--- src/hdl/rmf_pkg.sv ---
// Shared types, sizes and the nine-sample median network of the RGB 3x3 median filter.
// No dependencies; rmf_front, rmf_window and the core import this package.
`default_nettype none

package rmf_pkg;

    localparam int MAX_WIDTH   = 1024;
    localparam int MAX_HEIGHT  = 4096;
    localparam int SAMPLE_BITS = 8;

    localparam int PIX_BITS    = 3 * SAMPLE_BITS;
    localparam int COL_BITS    = $clog2(MAX_WIDTH);
    localparam int WIDTH_BITS  = 11;
    localparam int HEIGHT_BITS = 13;
    localparam int ROW_BITS    = 13;
    localparam int CNT_BITS    = 22;
    localparam int WH_BITS     = WIDTH_BITS + HEIGHT_BITS;

    localparam int CFG_IDX_BITS  = 2;
    localparam int CFG_DATA_BITS = HEIGHT_BITS;

    localparam logic [CFG_IDX_BITS-1:0] CFG_IDX_WIDTH  = CFG_IDX_BITS'(0);
    localparam logic [CFG_IDX_BITS-1:0] CFG_IDX_HEIGHT = CFG_IDX_BITS'(1);

    localparam logic [WIDTH_BITS-1:0]  WIDTH_RESET  = WIDTH_BITS'(640);
    localparam logic [HEIGHT_BITS-1:0] HEIGHT_RESET = HEIGHT_BITS'(480);

    typedef logic [SAMPLE_BITS-1:0] sample_t;
    typedef logic [PIX_BITS-1:0]    pix_t;
    typedef sample_t [8:0]          nine_t;

    typedef struct packed {
        logic [COL_BITS-1:0] addr;
        logic                gate_upper;
        logic                gate_middle;
        logic                give;
        logic                col_zero;
        logic                col_ge2;
        logic                wide;
        logic                last;
        pix_t                pix;
    } item_t;

    localparam int NET_STEPS = 19;
    localparam int NET_LO [NET_STEPS] = '{1, 4, 7, 0, 3, 6, 1, 4, 7, 0, 5, 4, 3, 1, 2, 4, 4, 6, 4};
    localparam int NET_HI [NET_STEPS] = '{2, 5, 8, 1, 4, 7, 2, 5, 8, 3, 8, 7, 6, 4, 5, 7, 2, 4, 2};

    function automatic sample_t median9(input nine_t v);
        nine_t   p;
        sample_t t;
        p = v;
        for (int i = 0; i < NET_STEPS; i++)
        begin
            if (p[NET_LO[i]] > p[NET_HI[i]])
            begin
                t            = p[NET_LO[i]];
                p[NET_LO[i]] = p[NET_HI[i]];
                p[NET_HI[i]] = t;
            end
        end
        return p[4];
    endfunction

endpackage

`default_nettype wire

--- src/hdl/rmf_window.sv ---
// Window stage of the median filter: line store write-back with bypass, the 3x3 window,
// the per-channel medians and the output register. Depends on rmf_pkg.
`default_nettype none

module rmf_window (
    input  wire logic                    clk,
    input  wire logic                    rst_n,
    input  wire logic                    clear,
    input  wire rmf_pkg::item_t          item,
    input  wire logic                    item_valid,
    input  wire logic                    load,
    input  wire logic [rmf_pkg::COL_BITS-1:0] load_addr,
    input  wire rmf_pkg::pix_t           upper_rd,
    input  wire rmf_pkg::pix_t           middle_rd,
    output logic                         item_done,
    output logic                         wr_en,
    output logic [rmf_pkg::COL_BITS-1:0] wr_addr,
    output rmf_pkg::pix_t                upper_wr,
    output rmf_pkg::pix_t                middle_wr,
    output logic                         out_valid,
    input  wire logic                    out_ready,
    output rmf_pkg::sample_t             out_red,
    output rmf_pkg::sample_t             out_green,
    output rmf_pkg::sample_t             out_blue,
    output logic                         frame_last
);

    import rmf_pkg::*;

    pix_t    win_reg [9];
    pix_t    win_next [9];
    logic    byp_reg, byp_next;
    pix_t    byp_upper_reg, byp_middle_reg;
    logic    out_valid_reg, out_valid_next;
    sample_t med_reg [3];
    sample_t med_next [3];
    logic    last_reg, last_next;

    pix_t    upper_px;
    pix_t    middle_px;
    logic    left_on;
    logic    right_on;
    pix_t    taps [9];
    nine_t   vals [3];

    always_comb
    begin
        item_done = item_valid && (!item.give || !out_valid_reg || out_ready);

        upper_px  = byp_reg ? byp_upper_reg : upper_rd;
        middle_px = byp_reg ? byp_middle_reg : middle_rd;
        if (!item.gate_upper)
        begin
            upper_px = '0;
        end
        if (!item.gate_middle)
        begin
            middle_px = '0;
        end

        wr_en     = item_done;
        wr_addr   = item.addr;
        upper_wr  = middle_px;
        middle_wr = item.pix;

        left_on  = item.col_zero ? item.wide : item.col_ge2;
        right_on = !item.col_zero;

        for (int r = 0; r < 3; r++)
        begin
            taps[r]     = left_on ? win_reg[3 + r] : '0;
            taps[3 + r] = win_reg[6 + r];
        end
        taps[6] = right_on ? upper_px : '0;
        taps[7] = right_on ? middle_px : '0;
        taps[8] = right_on ? item.pix : '0;

        for (int c = 0; c < 3; c++)
        begin
            for (int k = 0; k < 9; k++)
            begin
                vals[c][k] = taps[k][c*SAMPLE_BITS +: SAMPLE_BITS];
            end
            med_next[c] = median9(vals[c]);
        end

        for (int k = 0; k < 9; k++)
        begin
            win_next[k] = win_reg[k];
        end
        if (clear)
        begin
            for (int k = 0; k < 9; k++)
            begin
                win_next[k] = '0;
            end
        end
        else if (item_done)
        begin
            if (item.give && item.last)
            begin
                for (int k = 0; k < 9; k++)
                begin
                    win_next[k] = '0;
                end
            end
            else
            begin
                for (int k = 0; k < 6; k++)
                begin
                    win_next[k] = win_reg[k + 3];
                end
                win_next[6] = upper_px;
                win_next[7] = middle_px;
                win_next[8] = item.pix;
            end
        end

        byp_next = byp_reg;
        if (load)
        begin
            byp_next = item_done && (load_addr == item.addr);
        end

        out_valid_next = out_valid_reg;
        last_next      = last_reg;
        if (out_ready)
        begin
            out_valid_next = 1'b0;
        end
        if (item_done && item.give)
        begin
            out_valid_next = 1'b1;
            last_next      = item.last;
        end
    end

    always_ff @(posedge clk or negedge rst_n)
    begin
        if (!rst_n)
        begin
            for (int k = 0; k < 9; k++)
            begin
                win_reg[k] <= '0;
            end
            byp_reg       <= 1'b0;
            out_valid_reg <= 1'b0;
        end
        else
        begin
            for (int k = 0; k < 9; k++)
            begin
                win_reg[k] <= win_next[k];
            end
            byp_reg       <= byp_next;
            out_valid_reg <= out_valid_next;
        end
    end

    always_ff @(posedge clk)
    begin
        if (load)
        begin
            byp_upper_reg  <= middle_px;
            byp_middle_reg <= item.pix;
        end
        if (item_done && item.give)
        begin
            for (int c = 0; c < 3; c++)
            begin
                med_reg[c] <= med_next[c];
            end
        end
        last_reg <= last_next;
    end

    assign out_valid  = out_valid_reg;
    assign out_red    = med_reg[0];
    assign out_green  = med_reg[1];
    assign out_blue   = med_reg[2];
    assign frame_last = last_reg;

endmodule

`default_nettype wire

--- config.mk ---
export PLATFORM = sky130hd
export DESIGN_NAME = rmf_window
export DESIGN_NICKNAME = d
export VERILOG_FILES = /design/src/hdl/rmf_pkg.sv /design/src/hdl/rmf_window.sv
export SDC_FILE = /design/constraint.sdc
export NUM_CORES = 2
export LEC_CHECK = 0
export ABC_AREA = 0
export BUFFER_PORTS_ARGS = -buffer_cell sky130_fd_sc_hd__buf_2
export CAP_MARGIN = 30
export CORE_MARGIN = 4
export CORE_UTILIZATION = 45
export DETAILED_ROUTE_END_ITERATION = 10
export PLACE_DENSITY_LB_ADDON = 0.25
export SETUP_SLACK_MARGIN = 0.5
export SLEW_MARGIN = 30
export SYNTH_ARGS = -nofsm -noshare
export SYNTH_HDL_FRONTEND = slang
export SYNTH_SLANG_ARGS = --single-unit
export TNS_END_PERCENT = 10
--- constraint.sdc ---
create_clock -name clk -period 52.2 [get_ports clk]
set_clock_uncertainty 0.1 [all_clocks]
set_input_delay 10.44 -clock clk [delete_from_list [all_inputs] [get_ports clk]]
set_output_delay 10.44 -clock clk [all_outputs]
set_load 0.01 [all_outputs]
==> impl_results.md <==
- Vias per Instance: 5.803
- Largest net degree at the start of global routing: 89
- Period minus WS final: 29.69 ns
- Io pins: 191
- Clock latency on the worst-skew pair: 0.61 ns
- CTS Sinks: 219
- # diodes: 0
- Final hold vios: 0
- Hold crit path type: reg -> reg
- Syn nets: 4286
- Top cell type's share of synthesized area: 18.97%
- Critical path's slowest cell: o31a_1
- Seq cells post-synth: 219
- Outcome: completed
- Resized Gates After CTS: 0
- Worst Tran Pin Value: 0.9403 ns
- Max Slew Vio Count: 0
- All-layer global routing usage: 25.38%
- YS warnings: 0
- RSZ-0062 raised after global routing: false
- Cell Area, Synth: 29090 um^2
- Worst path most repeated cell: o21ai_0
- Fin crit share: 56.88%
- Clock Tree Buf Depth: 3
- Die Wd: 262.3 um
- Max incr delay on CP: 0.62 ns
- Remaining DRCs: 0
- # hold bufs at CTS: 0
- Worst-path maximum fanout: 44
- Initial antenna violation count: 1
- TritonCTS clock tree: done
- Routed wire length: 91.44 mm
- DP Wirelength: 74.08 mm
- Worst-path clk slew: 0.06 ns
- Max Fclk: 33.68 MHz
- Number of synthesized flops with an enable pin: 73
- CTS Buf Count: 28
- Post-CTS Repair Setup Buffers: 0
- Synth area leaders: ha_1 19%, dfrtp_1 13%, edfxtp_1 7.5%
- WL per Instance: 19.58 um
- Final TNS setup: 0 ns
- First-pass GRT wire length: 141.7 mm
- Synth async-reset ratio: 66.67%
- H-tree levels: 1
- Syn Inst Count: 3740
- Setup-failing EPs final: 0
- Initial drt markers: 2376
- Dpl cells: 4615
- GPL Wtd Cong: 0.9339
- Antenna viol nets, final: 0
- Non-filler cells, final: 4669
- Synth Flop Type: dfrtp_1
- # port buffers: 190
- CORE AREA: 63540 um^2
- Layout Nets: 4347
- WS Path Type: in -> reg
- Slew HR: 37.31%
- Detailed Routing Iterations Pass 1: 6
- Worst EP arrival: 29.88 ns
- Worst Setup Start Kind: input pin
- Area growth from synthesis to layout: 8.300%
- Die height: 262.3 um
- Root Driver: clkbuf_16
- Synthesized area per cell: 7.779 um^2
- Worst Path Required: 52.39 ns
- Row Count: 92
- Sequential share of the synthesized area: 20.09%
- Leading area contributor after synthesis: ha_1
- Max_cap viols: 0
- Vias in the first global route: 25.27k
- Total number of vias: 27.09k
- Fillers: 6305
- Synth cell types: 99
- Layout cells sized above 1: 11.48%
- GR Overflow Total: 0
- Crit end category: flop
- Initial Util: 45.79%
- Die area: 68780 um^2
[placed cells by master, fill, tap and decap left out, drive strengths merged, types with 8 or more instances in the layout]
cell type,Yosys,layout
a31oi,37,37
o22ai,25,25
and4,8,8
a22o,62,62
nor3,44,44
a21o,92,92
or2,14,14
o21ai,311,311
a211o,11,11
inv,323,324
buf,81,225
o21bai,8,8
nor2,321,321
edfxtp,73,73
o31ai,16,16
a21boi,8,8
a211oi,14,14
ha,441,441
mux2,107,107
a21oi,317,317
a221oi,12,12
xnor2,13,13
mux2i,217,217
o31a,9,9
and2,32,32
or3,11,11
nand2,423,423
dfrtp,146,146
o21a,86,86
nor2b,66,66
nand4,28,28
nand2b,39,39
clkbuf,114,41
o22a,14,14
nand3,91,91
and3,33,33
[cell type report]
cell class              instances  area (um^2)  share of cell area, %
flip-flops and latches        219         5847                  18.56
clock inverters                12        110.1                 0.3495
clock buffers                  40        872.1                  2.768
inverters                     323         1212                  3.848
well taps                     846         1059                  3.360
repair buffers                226         1230                  3.904
multi-input cells            3003        21180                  67.21
[synth_stat cells (25+ instances only)]
cell type	n
nor3_1	42
and3_1	33
mux2_2	101
nand2b_1	39
mux2i_1	214
a31oi_1	34
nand4_1	28
o21a_1	86
nor2b_1	66
inv_1	322
and2_1	30
a21o_1	92
edfxtp_1	73
ha_1	441
dfrtp_1	146
o21ai_0	301
clkbuf_1	114
nand2_1	422
a22o_1	62
buf_1	32
a21oi_1	316
o22ai_1	25
buf_4	37
nand3_1	90
nor2_1	318
[worst paths after layout]
path / start / to / slack, ns / depth (start not counted)
max in group asynchronous: rst_n / byp_reg$_DFFE_PN0P_ / 41.05 / 2
worst max-delay path: item[27] / med_reg[0][17]$_DFFE_PP_ / 22.51 / 85
worst min register to register: win_reg[84]$_DFFE_PN0P_ / win_reg[84]$_DFFE_PN0P_ / 0.38 / 2
worst max register to register: byp_reg$_DFFE_PN0P_ / med_reg[0][1]$_DFFE_PP_ / 31.76 / 88
min in group asynchronous: rst_n / win_reg[113]$_DFFE_PN0P_ / 9.78 / 1
worst min-delay path: win_reg[84]$_DFFE_PN0P_ / win_reg[84]$_DFFE_PN0P_ / 0.38 / 2
[routing by layer]
metal	vias up	track usage, %	routed length (um)
met1	12540	35.69	42060
met2	883	39.79	39310
met3	150	4.085	6601
li1	13520	-	-
met5	-	0	0
met4	0	8.470	3460
[critical path: cells and delay by family]
family,cells,cell delay [ns]
buffers and inverters,10,2.25
adder cells (fa/ha/maj),9,2.69
AND/OR/NAND/NOR,19,3.28
AO/OA/AOI/OAI,42,9.07
multiplexers,5,2.04
[per-stage QoR]
stage | util, % | cell area (um^2) | setup WS, ns | hold slack (ns)
after global placement | 47.95 | 30470 | 21.93 | 0.3542
after detailed placement | 48.00 | 30500 | 22.25 | 0.3693
after global routing | 49.59 | 31510 | 21.04 | 0.4113
after floorplan | - | 29090 | 23.76 | 0.3418
final | 49.59 | 31510 | 22.51 | 0.3810
after CTS | 49.54 | 31480 | 22.78 | 0.3822
[kinds of logic after synthesis]
| group | share of synthesized area, % |
|---|---|
| adder cells (fa/ha/maj) | 19.08 |
| XOR/XNOR | 0.4817 |
| flip-flops | 20.09 |
| AND/OR/NAND/NOR | 17.45 |
| AO/OA/AOI/OAI | 23.83 |
| buffers and inverters | 7.341 |
| multiplexers | 11.73 |
Power is not shown: default switching activity piles up to over one toggle a cycle in this logic, so the estimate is an artifact.
