==> src/hdl/rmf_pkg.sv <==
// Shared types, sizes and the nine-sample median network of the RGB 3x3 median filter.
// No dependencies; rmf_front, rmf_window and the core import this package.
`default_nettype none

package rmf_pkg;

    localparam int MAX_WIDTH   = 1024;
    localparam int MAX_HEIGHT  = 4096;
    localparam int SAMPLE_BITS = 8;

    localparam int PIX_BITS    = 3 * SAMPLE_BITS;
    localparam int COL_BITS    = $clog2(MAX_WIDTH);
    localparam int WIDTH_BITS  = 11;
    localparam int HEIGHT_BITS = 13;
    localparam int ROW_BITS    = 13;
    localparam int CNT_BITS    = 22;
    localparam int WH_BITS     = WIDTH_BITS + HEIGHT_BITS;

    localparam int CFG_IDX_BITS  = 2;
    localparam int CFG_DATA_BITS = HEIGHT_BITS;

    localparam logic [CFG_IDX_BITS-1:0] CFG_IDX_WIDTH  = CFG_IDX_BITS'(0);
    localparam logic [CFG_IDX_BITS-1:0] CFG_IDX_HEIGHT = CFG_IDX_BITS'(1);

    localparam logic [WIDTH_BITS-1:0]  WIDTH_RESET  = WIDTH_BITS'(640);
    localparam logic [HEIGHT_BITS-1:0] HEIGHT_RESET = HEIGHT_BITS'(480);

    typedef logic [SAMPLE_BITS-1:0] sample_t;
    typedef logic [PIX_BITS-1:0]    pix_t;
    typedef sample_t [8:0]          nine_t;

    typedef struct packed {
        logic [COL_BITS-1:0] addr;
        logic                gate_upper;
        logic                gate_middle;
        logic                give;
        logic                col_zero;
        logic                col_ge2;
        logic                wide;
        logic                last;
        pix_t                pix;
    } item_t;

    localparam int NET_STEPS = 19;
    localparam int NET_LO [NET_STEPS] = '{1, 4, 7, 0, 3, 6, 1, 4, 7, 0, 5, 4, 3, 1, 2, 4, 4, 6, 4};
    localparam int NET_HI [NET_STEPS] = '{2, 5, 8, 1, 4, 7, 2, 5, 8, 3, 8, 7, 6, 4, 5, 7, 2, 4, 2};

    function automatic sample_t median9(input nine_t v);
        nine_t   p;
        sample_t t;
        p = v;
        for (int i = 0; i < NET_STEPS; i++)
        begin
            if (p[NET_LO[i]] > p[NET_HI[i]])
            begin
                t            = p[NET_LO[i]];
                p[NET_LO[i]] = p[NET_HI[i]];
                p[NET_HI[i]] = t;
            end
        end
        return p[4];
    endfunction

endpackage

`default_nettype wire

==> src/hdl/rmf_front.sv <==
// Input side of the median filter: frame size registers, raster position, result count
// and the input register. Depends on rmf_pkg.
`default_nettype none

module rmf_front (
    input  wire logic                              clk,
    input  wire logic                              rst_n,
    input  wire logic                              cfg_wr_en,
    input  wire logic [rmf_pkg::CFG_IDX_BITS-1:0]  cfg_index,
    input  wire logic [rmf_pkg::CFG_DATA_BITS-1:0] cfg_data,
    input  wire logic                              in_valid,
    output logic                                   in_ready,
    input  wire logic                              req_type,
    input  wire rmf_pkg::sample_t                  in_red,
    input  wire rmf_pkg::sample_t                  in_green,
    input  wire rmf_pkg::sample_t                  in_blue,
    input  wire logic                              item_done,
    output rmf_pkg::item_t                         item,
    output logic                                   item_valid,
    output logic                                   load,
    output logic [rmf_pkg::COL_BITS-1:0]           load_addr
);

    import rmf_pkg::*;

    logic [WIDTH_BITS-1:0]  width_reg, width_next;
    logic [HEIGHT_BITS-1:0] height_reg, height_next;
    logic [COL_BITS-1:0]    col_reg, col_next;
    logic [ROW_BITS-1:0]    row_reg, row_next;
    logic [CNT_BITS-1:0]    count_reg, count_next;
    item_t                  item_reg, item_next;
    logic                   item_valid_reg, item_valid_next;

    logic                   accept;
    logic                   active;
    logic                   give;
    logic                   last;
    logic                   in_frame;
    logic [CNT_BITS-1:0]    count_inc;
    logic [WH_BITS-1:0]     frame_size;
    logic [WIDTH_BITS-1:0]  col_plus;
    logic [WIDTH_BITS-1:0]  width_raw;

    always_comb
    begin
        in_ready   = !item_valid_reg || item_done;
        accept     = in_valid && in_ready;
        in_frame   = ROW_BITS'(row_reg) < ROW_BITS'(height_reg);
        active     = !(req_type && in_frame);
        load       = accept && active;
        load_addr  = col_reg;
        give       = (row_reg >= ROW_BITS'(2)) || ((row_reg == ROW_BITS'(1)) && (col_reg != '0));
        count_inc  = count_reg + CNT_BITS'(1);
        frame_size = WH_BITS'(width_reg) * WH_BITS'(height_reg);
        last       = give && (WH_BITS'(count_inc) >= frame_size);
        col_plus   = WIDTH_BITS'(col_reg) + WIDTH_BITS'(1);
        width_raw  = cfg_data[WIDTH_BITS-1:0];
    end

    always_comb
    begin
        width_next      = width_reg;
        height_next     = height_reg;
        col_next        = col_reg;
        row_next        = row_reg;
        count_next      = count_reg;
        item_next       = item_reg;
        item_valid_next = item_valid_reg;

        if (item_done)
        begin
            item_valid_next = 1'b0;
        end

        if (cfg_wr_en)
        begin
            case (cfg_index)
                CFG_IDX_WIDTH:
                begin
                    if (width_raw == '0)
                    begin
                        width_next = WIDTH_BITS'(1);
                    end
                    else if (width_raw > WIDTH_BITS'(MAX_WIDTH))
                    begin
                        width_next = WIDTH_BITS'(MAX_WIDTH);
                    end
                    else
                    begin
                        width_next = width_raw;
                    end
                    col_next   = '0;
                    row_next   = '0;
                    count_next = '0;
                end
                CFG_IDX_HEIGHT:
                begin
                    if (cfg_data == '0)
                    begin
                        height_next = HEIGHT_BITS'(1);
                    end
                    else if (cfg_data > HEIGHT_BITS'(MAX_HEIGHT))
                    begin
                        height_next = HEIGHT_BITS'(MAX_HEIGHT);
                    end
                    else
                    begin
                        height_next = cfg_data;
                    end
                    col_next   = '0;
                    row_next   = '0;
                    count_next = '0;
                end
                default:
                begin
                    width_next = width_reg;
                end
            endcase
        end
        else if (load)
        begin
            item_valid_next       = 1'b1;
            item_next.addr        = col_reg;
            item_next.gate_upper  = row_reg >= ROW_BITS'(2);
            item_next.gate_middle = row_reg != '0;
            item_next.give        = give;
            item_next.col_zero    = col_reg == '0;
            item_next.col_ge2     = col_reg >= COL_BITS'(2);
            item_next.wide        = width_reg >= WIDTH_BITS'(2);
            item_next.last        = last;
            if (req_type || !in_frame)
            begin
                item_next.pix = '0;
            end
            else
            begin
                item_next.pix = {in_blue, in_green, in_red};
            end

            if (col_plus >= width_reg)
            begin
                col_next = '0;
                row_next = row_reg + ROW_BITS'(1);
            end
            else
            begin
                col_next = col_plus[COL_BITS-1:0];
            end

            if (give)
            begin
                count_next = count_inc;
            end

            if (last)
            begin
                col_next   = '0;
                row_next   = '0;
                count_next = '0;
            end
        end
    end

    always_ff @(posedge clk or negedge rst_n)
    begin
        if (!rst_n)
        begin
            width_reg      <= WIDTH_RESET;
            height_reg     <= HEIGHT_RESET;
            col_reg        <= '0;
            row_reg        <= '0;
            count_reg      <= '0;
            item_valid_reg <= 1'b0;
        end
        else
        begin
            width_reg      <= width_next;
            height_reg     <= height_next;
            col_reg        <= col_next;
            row_reg        <= row_next;
            count_reg      <= count_next;
            item_valid_reg <= item_valid_next;
        end
    end

    always_ff @(posedge clk)
    begin
        item_reg <= item_next;
    end

    assign item       = item_reg;
    assign item_valid = item_valid_reg;

endmodule

`default_nettype wire

==> config.mk <==
export PLATFORM = sky130hd
export DESIGN_NAME = rmf_front
export DESIGN_NICKNAME = d
export VERILOG_FILES = /design/src/hdl/rmf_pkg.sv /design/src/hdl/rmf_front.sv
export SDC_FILE = /design/constraint.sdc
export NUM_CORES = 1
export LEC_CHECK = 0
export ABC_AREA = 1
export BUFFER_PORTS_ARGS = -buffer_cell sky130_fd_sc_hd__buf_2
export CAP_MARGIN = 40
export CORE_ASPECT_RATIO = 0.75
export CORE_MARGIN = 8
export CORE_UTILIZATION = 49
export CTS_CLUSTER_DIAMETER = 50
export DETAILED_ROUTE_END_ITERATION = 8
export GPL_ROUTABILITY_DRIVEN = 0
export GPL_TIMING_DRIVEN = 0
export PLACE_DENSITY = 0.68
export REMOVE_ABC_BUFFERS = 1
export SLEW_MARGIN = 20
export SYNTH_ARGS = -nofsm -noshare
export SYNTH_HDL_FRONTEND = slang
export SYNTH_SLANG_ARGS = --single-unit
==> constraint.sdc <==
create_clock -name clk -period 8.2 [get_ports clk]
set_input_delay 0.41 -clock clk [delete_from_list [all_inputs] [get_ports clk]]
set_output_delay 0.41 -clock clk [all_outputs]
set_load 0.01 [all_outputs]
==> summary.md <==
| Metric | Value |
|---|---|
| Status | `finished clean` |
| Die Y | `147.8 um` |
| Max reg flops | `41` |
| Global-route wire length before repair | `43960 um` |
| Period utilisation layout | `0.9145` |
| CTS sink cnt | `111` |
| I/O pin total | `99` |
| Slew @ Worst Pin | `0.8549 ns` |
| Register area | `2990 sq um` |
| Largest area contributor in the netlist | `fa_1` |
| Power density cells | `223.9 nW/um^2` |
| Area Growth Syn to Fin | `9.080%` |
| Distinct cells, synth | `48` |
| FILL cells | `2194` |
| Peak VDD IR | `0.1210 mV` |
| Number of synthesized register bits | `111` |
| Critical Path Fanout Max | `22` |
| Post-Synthesis Cell Area | `11340 sq um` |
| Hold Path Sink | `height_reg[11]$_DFFE_PN0P_` |
| Congestion Overflow GR | `0` |
| Post-cts resize count | `0` |
| CP arrival | `7.80 ns` |
| Die ar. | `28320 sq um` |
| R2r setup slk | `0.70 ns` |
| Die width | `191.7 um` |
| Syn Area/Cell | `7.898 sq um` |
| Tmin final | `7.499 ns` |
| Initial antenna violation count | `0` |
| Final hold vios | `0` |
| Ranking of synthesized cells by area | `fa_1, dfrtp_1, ha_1, nand2_1, inv_1` |
| Gr usage total | `0.1911` |
| DRC Markers | `0` |
| Clock Latency Late Sink | `0.37 ns` |
| P_leak | `7.166 nW` |
| Root Buffer | `clkbuf_16` |
| Pre-antenna DRT Iters | `5` |
| CTS max path bufs | `2` |
| HP Start | `cfg_data[11]` |
| Post-synth top flop | `dfrtp_1` |
| Seq/Total Area, Yosys | `0.2637` |
| Final setup viols | `0` |
| Synth top area share | `0.1730` |
| Vias in the first global route | `8670` |
| Cell count after synthesis | `1436` |
| Core area | `22880 sq um` |
| Hold path depth | `3` |
| Initial core utilization | `0.4956` |
| CP Capture Type | `flop` |
| Worst Hold Class | `primary input to flop` |
| WL final | `26600 um` |
| Critical path type | `flop to flop` |
| Cts bufs inserted | `9` |
| DR WL/cell | `14.66 um` |
| Slew HR | `0.4301` |
| Via count | `9230` |
| Required time worst endpoint | `8.50 ns` |
| DRT antenna net count | `0` |
| Slowest Stage Delay on Critical Path | `0.76 ns` |
| DP HPWL | `21300 um` |
| Setup_tns | `0 ns` |
| Row cnt | `48` |
| Number of flops mapped to enable cells by yosys | `41` |
| CTS tree | `done` |
| Area of the multi-input gates | `6815 sq um` |
| Non-Filler Cell Area, Final | `12370 sq um` |
| Ys Warns | `0` |
| Layout cells sized above 1 | `0.09511` |
| Diode count | `0` |
| Critical R2R Capture | `count_reg[11]$_DFFE_PN0P_` |
| Most frequent cell after synthesis | `nand2_1` |
| Number of max-cap violations | `0` |
| R2r worst-path depth | `30` |
| RSZ-0062 raised after global routing | `false` |
| Skew final | `0.01069 ns` |
| Fin nets | `1767` |
| Drt via density | `5.088` |
| CTS H-tree depth | `3` |
| Post-synth top cells | `nand2_1, inv_1, ha_1` |
| Worst r2r src | `width_reg[4]$_DFFE_PN0P_` |
| Clock slew at reported path FFs | `0.08 ns` |
| CP max stage cell | `dfrtp_1` |
| Initial drt markers | `622` |
| Ys async rst share | `0.6306` |
| Placed Instance Area | `12080 sq um` |
| Final Slew Violations | `0` |
| Largest net degree at the start of global routing | `52` |
| F_max | `0.1334 GHz` |
| Port Buffers | `98` |
| Setup crit start kind | `flop` |
-- power by group --
group          internal, mW  leakage [nW]  total [mW]  switching, mW
Combinational         0.578          5.72        1.54          0.960
Clock                 0.209         0.135       0.439          0.230
Sequential            0.651          1.31       0.793          0.142
-- cell type report --
class,count,share of cell area
Multi-Input combinational cell,925,0.5509
Tap cell,300,0.03034
Clock buffer,10,0.01851
Clock inverter,6,0.003540
Sequential cell,111,0.2417
Timing Repair Buffer,102,0.04572
Inverter,360,0.1092
-- metrics by stage --
stage / util / setup WS, ns / std cells / hold WS [ns] / power [mW]
finish: 0.5406 / 0.7013 / 1814 / 0.2762 / 2.770
global route: 0.5406 / 0.2247 / 1814 / 0.2928 / 3.068
CTS: 0.5403 / 0.8084 / 1813 / 0.2635 / 2.795
detailed placement: 0.5279 / 0.8248 / 1796 / 0.3230 / 2.337
global placement: 0.5254 / 0.9938 / 1794 / 0.4934 / 2.295
floorplan: - / 1.892 / 1396 / 0.1144 / 1.945
-- timing repair --
action,in CTS,in global routing
endpoints found under the hold margin,19,0
hold buffers,1,0
setup buffers,0,0
-- critical path, delay by kind of cell (launching register included) --
family / cells / cell delay [ns]
and+or+nand+nor: 9 / 1.33
DFF: 1 / 0.76
AOI/OAI and AO/OA: 9 / 1.85
adders and majority gates: 7 / 3.03
xor gates and xnor gates: 1 / 0.15
buffers and inverters: 4 / 0.28
-- per-layer routing --
| metal | wire length [um] | share of wire | GRT usage |
|---|---|---|---|
| met5 | 0 | 0 | 0 |
| met4 | 258 | 0.0097 | 0.03802 |
| met1 | 12540 | 0.47 | 0.2862 |
| met3 | 1977 | 0.074 | 0.03955 |
| met2 | 11830 | 0.44 | 0.2801 |
-- cell families after synthesis --
logic type / share of synthesized area
flip-flops: 0.2637
XOR/XNOR: 0.04170
AND/OR/NAND/NOR: 0.1964
buffers and inverters: 0.1354
adder cells (fa/ha/maj): 0.2999
AO/OA/AOI/OAI: 0.06300
-- cell usage in the layout (no fill, tap or decap), drive strengths merged, types with 2 or more instances in the layout --
master	Yosys	final
nand2	365	365
inv	360	362
ha	115	115
buf	7	101
fa	98	98
nor2	84	84
dfrtp	64	64
a21oi	44	44
o21ai	43	43
xor2	42	42
edfxtp	41	41
nand3	41	41
o22ai	19	19
nand4	17	17
xnor2	12	12
nor3	12	12
nor4	11	11
clkbuf	33	10
dfstp	6	6
a21boi	5	5
clkinv	0	4
o21bai	2	2
a211oi	2	2
a31o	2	2
o211ai	2	2
-- worst max path at each step --
stage                              start                        end  slack [ns]  cells after the start
4_1_cts         width_reg[4]$_DFFE_PN0P_  count_reg[12]$_DFFE_PN0P_        0.81                     30
5_1_grt         width_reg[4]$_DFFE_PN0P_   count_reg[0]$_DFFE_PN0P_        0.22                     30
3_3_place_gp   width_reg[10]$_DFFE_PN0P_   count_reg[4]$_DFFE_PN0P_        0.99                     29
3_5_place_dp    width_reg[4]$_DFFE_PN0P_  count_reg[12]$_DFFE_PN0P_        0.82                     30
6_report        width_reg[4]$_DFFE_PN0P_  count_reg[11]$_DFFE_PN0P_        0.70                     30
2_1_floorplan   width_reg[9]$_DFFE_PN1P_  count_reg[10]$_DFFE_PN0P_        1.89                     29
Power figures use the tool's default switching activity.
